**src/rtl/csvfp_pkg.sv**
```systemverilog
// Shared types and constants of the CSV field integer parser.
// Used by the classifier, the word queue, the parse engine and the top level.
`timescale 1ns / 1ps
`default_nettype none

package csvfp_pkg;

  // Default size of the field window: FieldBufferChars - 1 characters count.
  localparam int unsigned FieldBufferCharsDefault = 64;

  // Depth of the queue between the classifier and the parse engine.
  localparam int unsigned QueueDepth = 2;

  // Register numbers, taken from address bit 2.
  localparam logic RegFieldIndex   = 1'b0;
  localparam logic RegDefaultValue = 1'b1;

  // One classified character.
  typedef struct packed {
    logic       is_eol;    // end of line
    logic       is_comma;  // field separator
    logic       is_blank;  // space, tab, newline, vertical tab, form feed, return
    logic       is_sign;   // '+' or '-'
    logic       is_minus;  // '-'
    logic       is_x;      // 'x' or 'X'
    logic       is_hexd;   // any hex digit
    logic [3:0] dval;      // digit value when is_hexd is set
  } csvfp_word_t;

  // Configuration registers as seen by the parse engine.
  typedef struct packed {
    logic [7:0]  field_index;
    logic [31:0] default_value;
  } csvfp_cfg_t;

endpackage

`default_nettype wire

```
**src/rtl/csvfp_front.sv**
```systemverilog
// Character classifier of the CSV field integer parser.
// Depends on csvfp_pkg for the classified word type.
`timescale 1ns / 1ps
`default_nettype none

module csvfp_front
  import csvfp_pkg::*;
(
  input  logic [7:0]  char_code,
  output csvfp_word_t word
);

  localparam logic [7:0] CharNul   = 8'h00;
  localparam logic [7:0] CharComma = 8'h2C;
  localparam logic [7:0] CharSpace = 8'h20;
  localparam logic [7:0] CharTab   = 8'h09;
  localparam logic [7:0] CharCr    = 8'h0D;
  localparam logic [7:0] CharPlus  = 8'h2B;
  localparam logic [7:0] CharMinus = 8'h2D;
  localparam logic [7:0] CharLowX  = 8'h78;
  localparam logic [7:0] CharUpX   = 8'h58;
  localparam logic [7:0] CharZero  = 8'h30;
  localparam logic [7:0] CharNine  = 8'h39;
  localparam logic [7:0] CharLowA  = 8'h61;
  localparam logic [7:0] CharLowF  = 8'h66;
  localparam logic [7:0] CharUpA   = 8'h41;
  localparam logic [7:0] CharUpF   = 8'h46;

  always_comb begin
    word          = '0;
    word.is_eol   = (char_code == CharNul);
    word.is_comma = (char_code == CharComma);
    word.is_blank = (char_code == CharSpace) ||
                    ((char_code >= CharTab) && (char_code <= CharCr));
    word.is_sign  = (char_code == CharPlus) || (char_code == CharMinus);
    word.is_minus = (char_code == CharMinus);
    word.is_x     = (char_code == CharLowX) || (char_code == CharUpX);
    if ((char_code >= CharZero) && (char_code <= CharNine)) begin
      word.is_hexd = 1'b1;
      word.dval    = 4'(char_code - CharZero);
    end else if ((char_code >= CharLowA) && (char_code <= CharLowF)) begin
      word.is_hexd = 1'b1;
      word.dval    = 4'(char_code - CharLowA + 8'd10);
    end else if ((char_code >= CharUpA) && (char_code <= CharUpF)) begin
      word.is_hexd = 1'b1;
      word.dval    = 4'(char_code - CharUpA + 8'd10);
    end
  end

endmodule

`default_nettype wire

```
**src/rtl/csvfp_queue.sv**
```systemverilog
// Short queue of classified words between the classifier and the parse engine.
// Depends on csvfp_pkg for the word type and the queue depth.
`timescale 1ns / 1ps
`default_nettype none

module csvfp_queue
  import csvfp_pkg::*;
(
  input  logic        clk,
  input  logic        rst,
  input  logic        push_valid,
  output logic        push_ready,
  input  csvfp_word_t push_word,
  output logic        pop_valid,
  input  logic        pop_ready,
  output csvfp_word_t pop_word
);

  localparam int unsigned PtrW = (QueueDepth > 1) ? $clog2(QueueDepth) : 1;
  localparam int unsigned CntW = $clog2(QueueDepth + 1);
  localparam logic [PtrW-1:0] LastPtr = PtrW'(QueueDepth - 1);
  localparam logic [CntW-1:0] FullCount = CntW'(QueueDepth);

  csvfp_word_t mem [QueueDepth];
  logic [PtrW-1:0] wr_ptr;
  logic [PtrW-1:0] rd_ptr;
  logic [CntW-1:0] count;
  logic            push;
  logic            pop;

  assign push_ready = (count != FullCount);
  assign pop_valid  = (count != '0);
  assign push       = push_valid && push_ready;
  assign pop        = pop_valid && pop_ready;
  assign pop_word   = mem[rd_ptr];

  always_ff @(posedge clk) begin
    if (push) begin
      mem[wr_ptr] <= push_word;
    end
  end

  always_ff @(posedge clk) begin
    if (rst) begin
      wr_ptr <= '0;
      rd_ptr <= '0;
      count  <= '0;
    end else begin
      if (push) begin
        wr_ptr <= (wr_ptr == LastPtr) ? '0 : wr_ptr + 1'b1;
      end
      if (pop) begin
        rd_ptr <= (rd_ptr == LastPtr) ? '0 : rd_ptr + 1'b1;
      end
      if (push && !pop) begin
        count <= count + 1'b1;
      end else if (pop && !push) begin
        count <= count - 1'b1;
      end
    end
  end

endmodule

`default_nettype wire

```
**src/rtl/csvfp_back.sv**
```systemverilog
// Parse engine of the CSV field integer parser: field tracking, number scan and result register.
// Depends on csvfp_pkg for the word and configuration types.
`timescale 1ns / 1ps
`default_nettype none

module csvfp_back
  import csvfp_pkg::*;
#(
  parameter int unsigned FieldBufferChars = FieldBufferCharsDefault
) (
  input  logic               clk,
  input  logic               rst,
  input  csvfp_cfg_t         cfg,
  input  logic               word_valid,
  output logic               word_ready,
  input  csvfp_word_t        word,
  output logic               out_valid,
  input  logic               out_ready,
  output logic signed [31:0] value,
  output logic               used_default
);

  localparam int unsigned CharsW = $clog2(FieldBufferChars);
  localparam logic [CharsW-1:0] CharsLimit = CharsW'(FieldBufferChars - 1);

  typedef enum logic [2:0] {
    PH_SKIP,
    PH_SIGN,
    PH_ZERO,
    PH_HEXP,
    PH_DIGITS,
    PH_DONE
  } phase_t;

  typedef enum logic [1:0] {
    RX_DEC,
    RX_OCT,
    RX_HEX
  } radix_t;

  phase_t             phase, phase_next;
  radix_t             radix, radix_next;
  logic [7:0]         field_count, field_count_next;
  logic [CharsW-1:0]  chars, chars_next;
  logic [31:0]        magnitude, magnitude_next;
  logic               negative, negative_next;
  logic               overflow, overflow_next;
  logic               digit_seen, digit_seen_next;
  logic               out_valid_next;
  logic signed [31:0] value_next;
  logic               used_default_next;

  logic        take;
  logic        in_field;
  logic        do_acc;
  logic        digit_fits;
  radix_t      acc_radix;
  logic [35:0] mag_ext;
  logic [35:0] acc_prod;
  logic [35:0] acc_sum;
  logic [35:0] acc_limit;
  logic        acc_over;
  logic        is_zero_char;
  logic        is_nonzero_dec;

  assign word_ready = !word.is_eol || !out_valid || out_ready;
  assign take       = word_valid && word_ready;
  assign in_field   = (field_count == cfg.field_index);

  assign is_zero_char   = word.is_hexd && (word.dval == 4'd0);
  assign is_nonzero_dec = word.is_hexd && (word.dval != 4'd0) && (word.dval < 4'd10);

  // Radix that a digit in the current phase is weighed with.
  always_comb begin
    unique case (phase)
      PH_SKIP, PH_SIGN: acc_radix = RX_DEC;
      PH_ZERO:          acc_radix = RX_OCT;
      PH_HEXP:          acc_radix = RX_HEX;
      default:          acc_radix = radix;
    endcase
  end

  always_comb begin
    case (radix)
      RX_OCT:  digit_fits = word.is_hexd && !word.dval[3];
      RX_HEX:  digit_fits = word.is_hexd;
      default: digit_fits = word.is_hexd && (word.dval < 4'd10);
    endcase
  end

  // Multiply by a constant radix with shifts, add the digit, check the signed range.
  always_comb begin
    mag_ext = 36'(magnitude);
    case (acc_radix)
      RX_OCT:  acc_prod = mag_ext << 3;
      RX_HEX:  acc_prod = mag_ext << 4;
      default: acc_prod = (mag_ext << 3) + (mag_ext << 1);
    endcase
    acc_sum   = acc_prod + 36'(word.dval);
    acc_limit = negative ? 36'h0_8000_0000 : 36'h0_7FFF_FFFF;
    acc_over  = (acc_sum > acc_limit);
  end

  always_comb begin
    phase_next        = phase;
    radix_next        = radix;
    field_count_next  = field_count;
    chars_next        = chars;
    magnitude_next    = magnitude;
    negative_next     = negative;
    overflow_next     = overflow;
    digit_seen_next   = digit_seen;
    out_valid_next    = out_valid && !out_ready;
    value_next        = value;
    used_default_next = used_default;
    do_acc            = 1'b0;

    if (take) begin
      if (word.is_eol) begin
        out_valid_next    = 1'b1;
        used_default_next = (field_count < cfg.field_index) || !digit_seen || overflow;
        if (used_default_next) begin
          value_next = $signed(cfg.default_value);
        end else begin
          value_next = $signed(negative ? (32'd0 - magnitude) : magnitude);
        end
        field_count_next = '0;
        phase_next       = PH_SKIP;
        radix_next       = RX_DEC;
        chars_next       = '0;
        magnitude_next   = '0;
        negative_next    = 1'b0;
        overflow_next    = 1'b0;
        digit_seen_next  = 1'b0;
      end else if (word.is_comma) begin
        if (in_field) begin
          phase_next = PH_DONE;
        end else if (({1'b0, field_count} + 9'd1) == {1'b0, cfg.field_index}) begin
          // Entering the selected field: start a fresh parse.
          phase_next      = PH_SKIP;
          radix_next      = RX_DEC;
          chars_next      = '0;
          magnitude_next  = '0;
          negative_next   = 1'b0;
          overflow_next   = 1'b0;
          digit_seen_next = 1'b0;
        end
        if (field_count != 8'hFF) begin
          field_count_next = field_count + 8'd1;
        end
      end else if (in_field && (phase != PH_DONE) &&
                   !((phase == PH_SKIP) && word.is_blank)) begin
        if (chars >= CharsLimit) begin
          phase_next = PH_DONE;
        end else begin
          chars_next = chars + 1'b1;
          if ((phase == PH_SKIP) && word.is_sign) begin
            negative_next = word.is_minus;
            phase_next    = PH_SIGN;
          end else begin
            unique case (phase)
              PH_SKIP, PH_SIGN: begin
                if (is_zero_char) begin
                  digit_seen_next = 1'b1;
                  radix_next      = RX_OCT;
                  phase_next      = PH_ZERO;
                end else if (is_nonzero_dec) begin
                  radix_next = RX_DEC;
                  do_acc     = 1'b1;
                  phase_next = PH_DIGITS;
                end else begin
                  phase_next = PH_DONE;
                end
              end
              PH_ZERO: begin
                if (word.is_x) begin
                  phase_next = PH_HEXP;
                end else if (word.is_hexd && !word.dval[3]) begin
                  do_acc     = 1'b1;
                  phase_next = PH_DIGITS;
                end else begin
                  phase_next = PH_DONE;
                end
              end
              PH_HEXP: begin
                if (word.is_hexd) begin
                  radix_next = RX_HEX;
                  do_acc     = 1'b1;
                  phase_next = PH_DIGITS;
                end else begin
                  phase_next = PH_DONE;
                end
              end
              PH_DIGITS: begin
                if (digit_fits) begin
                  do_acc = 1'b1;
                end else begin
                  phase_next = PH_DONE;
                end
              end
              default: begin
                phase_next = PH_DONE;
              end
            endcase
          end
        end
      end
    end

    // Once the range is exceeded, later digits are consumed without effect.
    if (do_acc) begin
      digit_seen_next = 1'b1;
      if (!overflow) begin
        if (acc_over) begin
          overflow_next = 1'b1;
        end else begin
          magnitude_next = acc_sum[31:0];
        end
      end
    end
  end

  always_ff @(posedge clk) begin
    if (rst) begin
      phase       <= PH_SKIP;
      radix       <= RX_DEC;
      field_count <= '0;
      chars       <= '0;
      magnitude   <= '0;
      negative    <= 1'b0;
      overflow    <= 1'b0;
      digit_seen  <= 1'b0;
      out_valid   <= 1'b0;
    end else begin
      phase       <= phase_next;
      radix       <= radix_next;
      field_count <= field_count_next;
      chars       <= chars_next;
      magnitude   <= magnitude_next;
      negative    <= negative_next;
      overflow    <= overflow_next;
      digit_seen  <= digit_seen_next;
      out_valid   <= out_valid_next;
    end
    value        <= value_next;
    used_default <= used_default_next;
  end

endmodule

`default_nettype wire

```
**src/rtl/csv_field_integer_parser_core.sv**
```systemverilog
// Top level of the CSV field integer parser: register port, classifier, queue, parse engine.
// Depends on csvfp_pkg, csvfp_front, csvfp_queue and csvfp_back.
//
// Usage: a text line enters on the input channel (char_code, in_valid, in_ready), one
// character per word, with code 0 closing the line. The field selected by field_index
// (byte address 0) is parsed like strtol with base 0; on the closing word one result
// word (value, used_default) leaves on the output channel (out_valid, out_ready).
// When no number could be read, the field is missing or the value leaves the signed
// 32-bit range, value carries default_value (byte address 4) and used_default is set.
// Throughput is one character per cycle while the queue is not full. With the queue empty
// and the result register free, an accepted end of line is first stored in the two-word
// queue, then the parse engine takes it, registers the result word and raises out_valid.
// The radix multiply-add and range compare on the 32-bit magnitude set the cycle.
// When the receiver stalls, characters keep being parsed up to the next end of line,
// which waits in the queue with the words behind it; in_ready drops once the queue holds
// two words. Synchronous reset empties the queue, drops out_valid, clears the parse state
// and sets both registers to zero. Registers are to be written only while the block is
// idle; the block itself does not enforce this.
`timescale 1ns / 1ps
`default_nettype none

module csv_field_integer_parser_core
  import csvfp_pkg::*;
#(
  parameter int unsigned FIELD_BUFFER_CHARS = FieldBufferCharsDefault
) (
  input  logic               clk,
  input  logic               rst,
  // Character input.
  input  logic [7:0]         char_code,
  input  logic               in_valid,
  output logic               in_ready,
  // Result output.
  output logic signed [31:0] value,
  output logic               used_default,
  output logic               out_valid,
  input  logic               out_ready,
  // Register port.
  input  logic               psel,
  input  logic               penable,
  input  logic               pwrite,
  input  logic [2:0]         paddr,
  input  logic [31:0]        pwdata,
  output logic [31:0]        prdata,
  output logic               pready
);

  logic [7:0]  field_index;
  logic [31:0] default_value;
  logic        reg_write;

  csvfp_cfg_t  cfg;
  csvfp_word_t front_word;
  csvfp_word_t head_word;
  logic        head_valid;
  logic        head_ready;

  // The register port never inserts wait states.
  assign pready    = 1'b1;
  assign reg_write = psel && penable && pwrite && pready;

  always_ff @(posedge clk) begin
    if (rst) begin
      field_index   <= '0;
      default_value <= '0;
    end else if (reg_write) begin
      unique case (paddr[2])
        RegFieldIndex:   field_index   <= pwdata[7:0];
        RegDefaultValue: default_value <= pwdata;
        default: ;
      endcase
    end
  end

  always_comb begin
    unique case (paddr[2])
      RegFieldIndex:   prdata = {24'd0, field_index};
      RegDefaultValue: prdata = default_value;
      default:         prdata = '0;
    endcase
  end

  assign cfg.field_index   = field_index;
  assign cfg.default_value = default_value;

  // Front: classify each character as it is accepted.
  csvfp_front u_front (
    .char_code (char_code),
    .word      (front_word)
  );

  csvfp_queue u_queue (
    .clk        (clk),
    .rst        (rst),
    .push_valid (in_valid),
    .push_ready (in_ready),
    .push_word  (front_word),
    .pop_valid  (head_valid),
    .pop_ready  (head_ready),
    .pop_word   (head_word)
  );

  // Back: track fields, scan the number and hold the result word.
  csvfp_back #(
    .FieldBufferChars (FIELD_BUFFER_CHARS)
  ) u_back (
    .clk          (clk),
    .rst          (rst),
    .cfg          (cfg),
    .word_valid   (head_valid),
    .word_ready   (head_ready),
    .word         (head_word),
    .out_valid    (out_valid),
    .out_ready    (out_ready),
    .value        (value),
    .used_default (used_default)
  );

endmodule

`default_nettype wire

```
**config.mk**
```make
export PLATFORM = sky130hd
export DESIGN_NAME = csv_field_integer_parser_core
export DESIGN_NICKNAME = d
export VERILOG_FILES = /design/src/rtl/csvfp_pkg.sv /design/src/rtl/csvfp_front.sv /design/src/rtl/csvfp_queue.sv /design/src/rtl/csvfp_back.sv /design/src/rtl/csv_field_integer_parser_core.sv
export SDC_FILE = /design/constraint.sdc
export NUM_CORES = 1
export LEC_CHECK = 0
export BUFFER_PORTS_ARGS = -buffer_cell sky130_fd_sc_hd__buf_2
export CAP_MARGIN = 20
export CORE_ASPECT_RATIO = 0.9
export CORE_MARGIN = 4
export CORE_UTILIZATION = 35
export DETAILED_ROUTE_END_ITERATION = 6
export GPL_ROUTABILITY_DRIVEN = 0
export GPL_TIMING_DRIVEN = 1
export PLACE_DENSITY_LB_ADDON = 0.25
export SLEW_MARGIN = 10
export SYNTH_ARGS = -nofsm -noshare
export SYNTH_HDL_FRONTEND = slang
export SYNTH_SLANG_ARGS = --single-unit
export TNS_END_PERCENT = 5
```
**constraint.sdc**
```tcl
create_clock -name clk -period 11.1 [get_ports clk]
set_clock_uncertainty 0.05 [all_clocks]
set_input_delay 0.555 -clock clk [delete_from_list [all_inputs] [get_ports clk]]
set_output_delay 0.555 -clock clk [all_outputs]
set_load 0.005 [all_outputs]
```
==> impl_metrics.yaml <==
run_status:
  status: "completed"
power_and_ir_drop:
  p_leak_nw: 5.53
  p_total_mw: 1.69
  ir_drop_uv: 124
  power.density_nw_per_um2: 125
critical_path:
  crit_arrival_ns: 8.01
  required_ns: 11.40
  regToRegStartpoint: "u_back.phase[2]"
  slowest_stage: "buf_4"
  worstPathMaxFanout: 76
  max_stage_delay_ns: 0.63
  startpoint_type: "register"
  timing.critical_path.from: "u_back.phase[2]"
  worst-setup-path-type: "register to register"
  critPathMostFrequentCell: "a21o_1"
  cp-end-kind: "register"
timing:
  post-route-period-util: 0.694
  tightest_slew_ns: 1.05
  hold_viol: 0
  relSlewSlack: 0.298
  rsz0062_at_grt: "no"
  clock.fmax_ghz: 0.130
  setup_viol_count_final: 0
  setup_tns_ns: 0
  slew_viol_final: 0
  fin_crit_ns: 7.71
cts:
  holdBufCountCts: 0
  clk_pin_slew_worst_paths_ns: 0.07
  cts_setup_buffers: 0
  cts_htree_levels: 4
  cts_tree: "yes"
  cts.path.max_buffers: 2
  clock_sinks: 155
  clkLatencyLatePin_ns: 0.43
  numCtsBuffers: 17
  cts_root_buffer: "clkbuf_16"
  cts_resized: 0
global_routing:
  track_usage: 0.188
  grt_first_pass_wirelength_um: 57800
  antenna_found_initial: 0
  grt_max_degree: 77
  overflow: 0
  grt_pass1_vias: 10700
synth:
  synth_ff_type: "dfxtp_1"
  syn-num-nets: 1653
  netlist_instances: 1515
  synth_cell_types: 87
  ys_seq_elements: 155
  async_flop_share: 0
  synth-edff-count: 55
  syn_avg_cell_area_sq_um: 7.98
  synth.yosys.seq_area_share: 0.302
  syn_area_sq_um: 12100
  yosysWarnings: 0
die:
  core_sq_um: 34000
  die_area_sq_um: 37600
  rows: 64
  die-height_um: 184
  start_util: 0.355
  io_pins: 118
  fp.dieW_um: 204
detailed_routing:
  first_pass_iters: 5
  ant_nets: 0
  drt_iter0_markers: 843
  vias: 11300
  drt-total-wl_um: 35800
  wl_per_cell_um: 17.5
  drc: 0
  viasPerCell: 5.54
cells_and_area:
  diodes: 0
  area_growth_pct: 11.9
  multiInputGateArea_sq_um: 7900
  drive_gt1_frac: 0.125
  nFillCells: 3513
  finalNetCount: 1709
  regArea_sq_um: 3650
min_path:
  hp-class: "primary input to register"
  min_from: "pwdata[24]"
placement:
  dp_hpwl_um: 26800
  io_buffers: 114
job:
  max_cap_violations: 0
==> power by group <==
part | switching [mW] | internal [mW] | total [mW]
registers | 0.0412 | 0.662 | 0.703
clock network | 0.253 | 0.324 | 0.577
logic | 0.268 | 0.143 | 0.411
==> state kept, by name (all words and copies together) (netlist names), named ones only <==
register	cells
u_queue.count	2
default_value	32
u_back.used_default	1
u_back.field_count	8
u_queue.wr_ptr	1
u_back.digit_seen	1
u_back.negative	1
u_back.chars	6
field_index	8
u_back.out_valid	1
u_queue.mem	22
u_back.overflow	1
u_back.magnitude	32
u_back.radix	2
u_back.value	32
u_queue.rd_ptr	1
u_back.phase	3
==> cell usage in the layout (no fill, tap or decap), types with 5 or more instances in the layout <==
cell type and count:
nand2b_1 48, edfxtp_1 55, a211oi_1 10, buf_4 12, mux2_2 8, nand4_1 27, nand3_1 51, o21a_1 13
mux2i_1 20, o21ai_0 57, or3_1 18, or4_1 9, buf_2 114, ha_1 85, nor2b_1 10, and2_1 32
nor2_1 128, a21oi_1 181, o21ai_1 9, nor4_1 12, a31oi_1 7, inv_1 42, o31ai_1 12, nand2_1 178
o21bai_1 6, dfxtp_1 99, o211ai_1 12, a221o_1 11, a221oi_1 16, xor2_1 51, nand3b_1 8, nor3_1 32
and3_1 18, a21o_1 28, xnor2_1 32, clkbuf_16 17, a22oi_1 5
==> worst paths after layout <==
| check | to | slack [ns] | depth (start not counted) |
|---|---|---|---|
| setup / recovery | u_back.magnitude[16] | 3.39 | 32 |
| hold / removal | default_value[24] | 0.31 | 3 |
| setup reg to reg | u_back.magnitude[16] | 3.39 | 32 |
| hold reg to reg | field_index[7] | 0.41 | 2 |
==> routing by layer <==
layer  global-route usage  share of wire
met2                0.302           0.45
met4               0.0540          0.020
met3               0.0315          0.052
met5                    0              0
met1                0.263           0.47
==> worst max-delay path: cells and delay by family, from the launching register on <==
family / cells / cell delay (ns)
flops: 1 / 0.52
compound gates: 11 / 1.65
simple gates: 9 / 2.28
xor+xnor: 1 / 0.24
buf+inv: 7 / 1.66
fa+ha+maj: 4 / 1.17
==> cell usage after synthesis (12+ instances only) <==
master,number,area (sq um)
a21oi_1,181,906
nand2_1,178,668
nor2_1,130,488
dfxtp_1,100,2000
ha_1,86,1080
clkbuf_1,60,225
o21ai_0,57,285
edfxtp_1,55,1650
nand3_1,51,255
xor2_1,51,447
nand2b_1,48,300
inv_1,42,158
and2_1,32,200
nor3_1,32,160
xnor2_1,32,280
a21o_1,28,210
nand4_1,27,169
mux2i_1,20,200
and3_1,19,119
or3_1,18,113
a221oi_1,16,140
buf_2,16,80.1
o21a_1,13,97.6
nor4_1,12,75.1
o211ai_1,12,90.1
o31ai_1,12,90.1
==> logic make-up after synthesis <==
family | synth area share
flops | 0.302
xor+xnor | 0.0602
other cells | 0.000310
mux | 0.0240
fa+ha+maj | 0.0924
compound gates | 0.224
buf+inv | 0.0450
simple gates | 0.252
==> stage by stage <==
| stage | instances | util | instance area [sq um] | setup slack (ns) | hold slack [ns] |
|---|---|---|---|---|---|
| 2_1_floorplan | 1515 | - | 12100 | 4.64 | 0.386 |
| 3_3_place_gp | 2014 | 0.381 | 13000 | 3.52 | 0.393 |
| 3_5_place_dp | 2014 | 0.381 | 13000 | 3.47 | 0.400 |
| 4_1_cts | 2046 | 0.397 | 13500 | 3.42 | 0.284 |
| 5_1_grt | 2046 | 0.397 | 13500 | 2.77 | 0.298 |
| 6_report | 2046 | 0.397 | 13500 | 3.39 | 0.307 |
==> cell type report <==
class / count / share of cell area
multi-input combinational: 1229 / 0.584
timing repair buffer: 126 / 0.0489
inverter: 42 / 0.0117
tap: 462 / 0.0427
clock buffer: 21 / 0.0340
clock inverter: 11 / 0.00823
sequential: 155 / 0.270
Note: power is estimated with default switching activity, not from simulation.
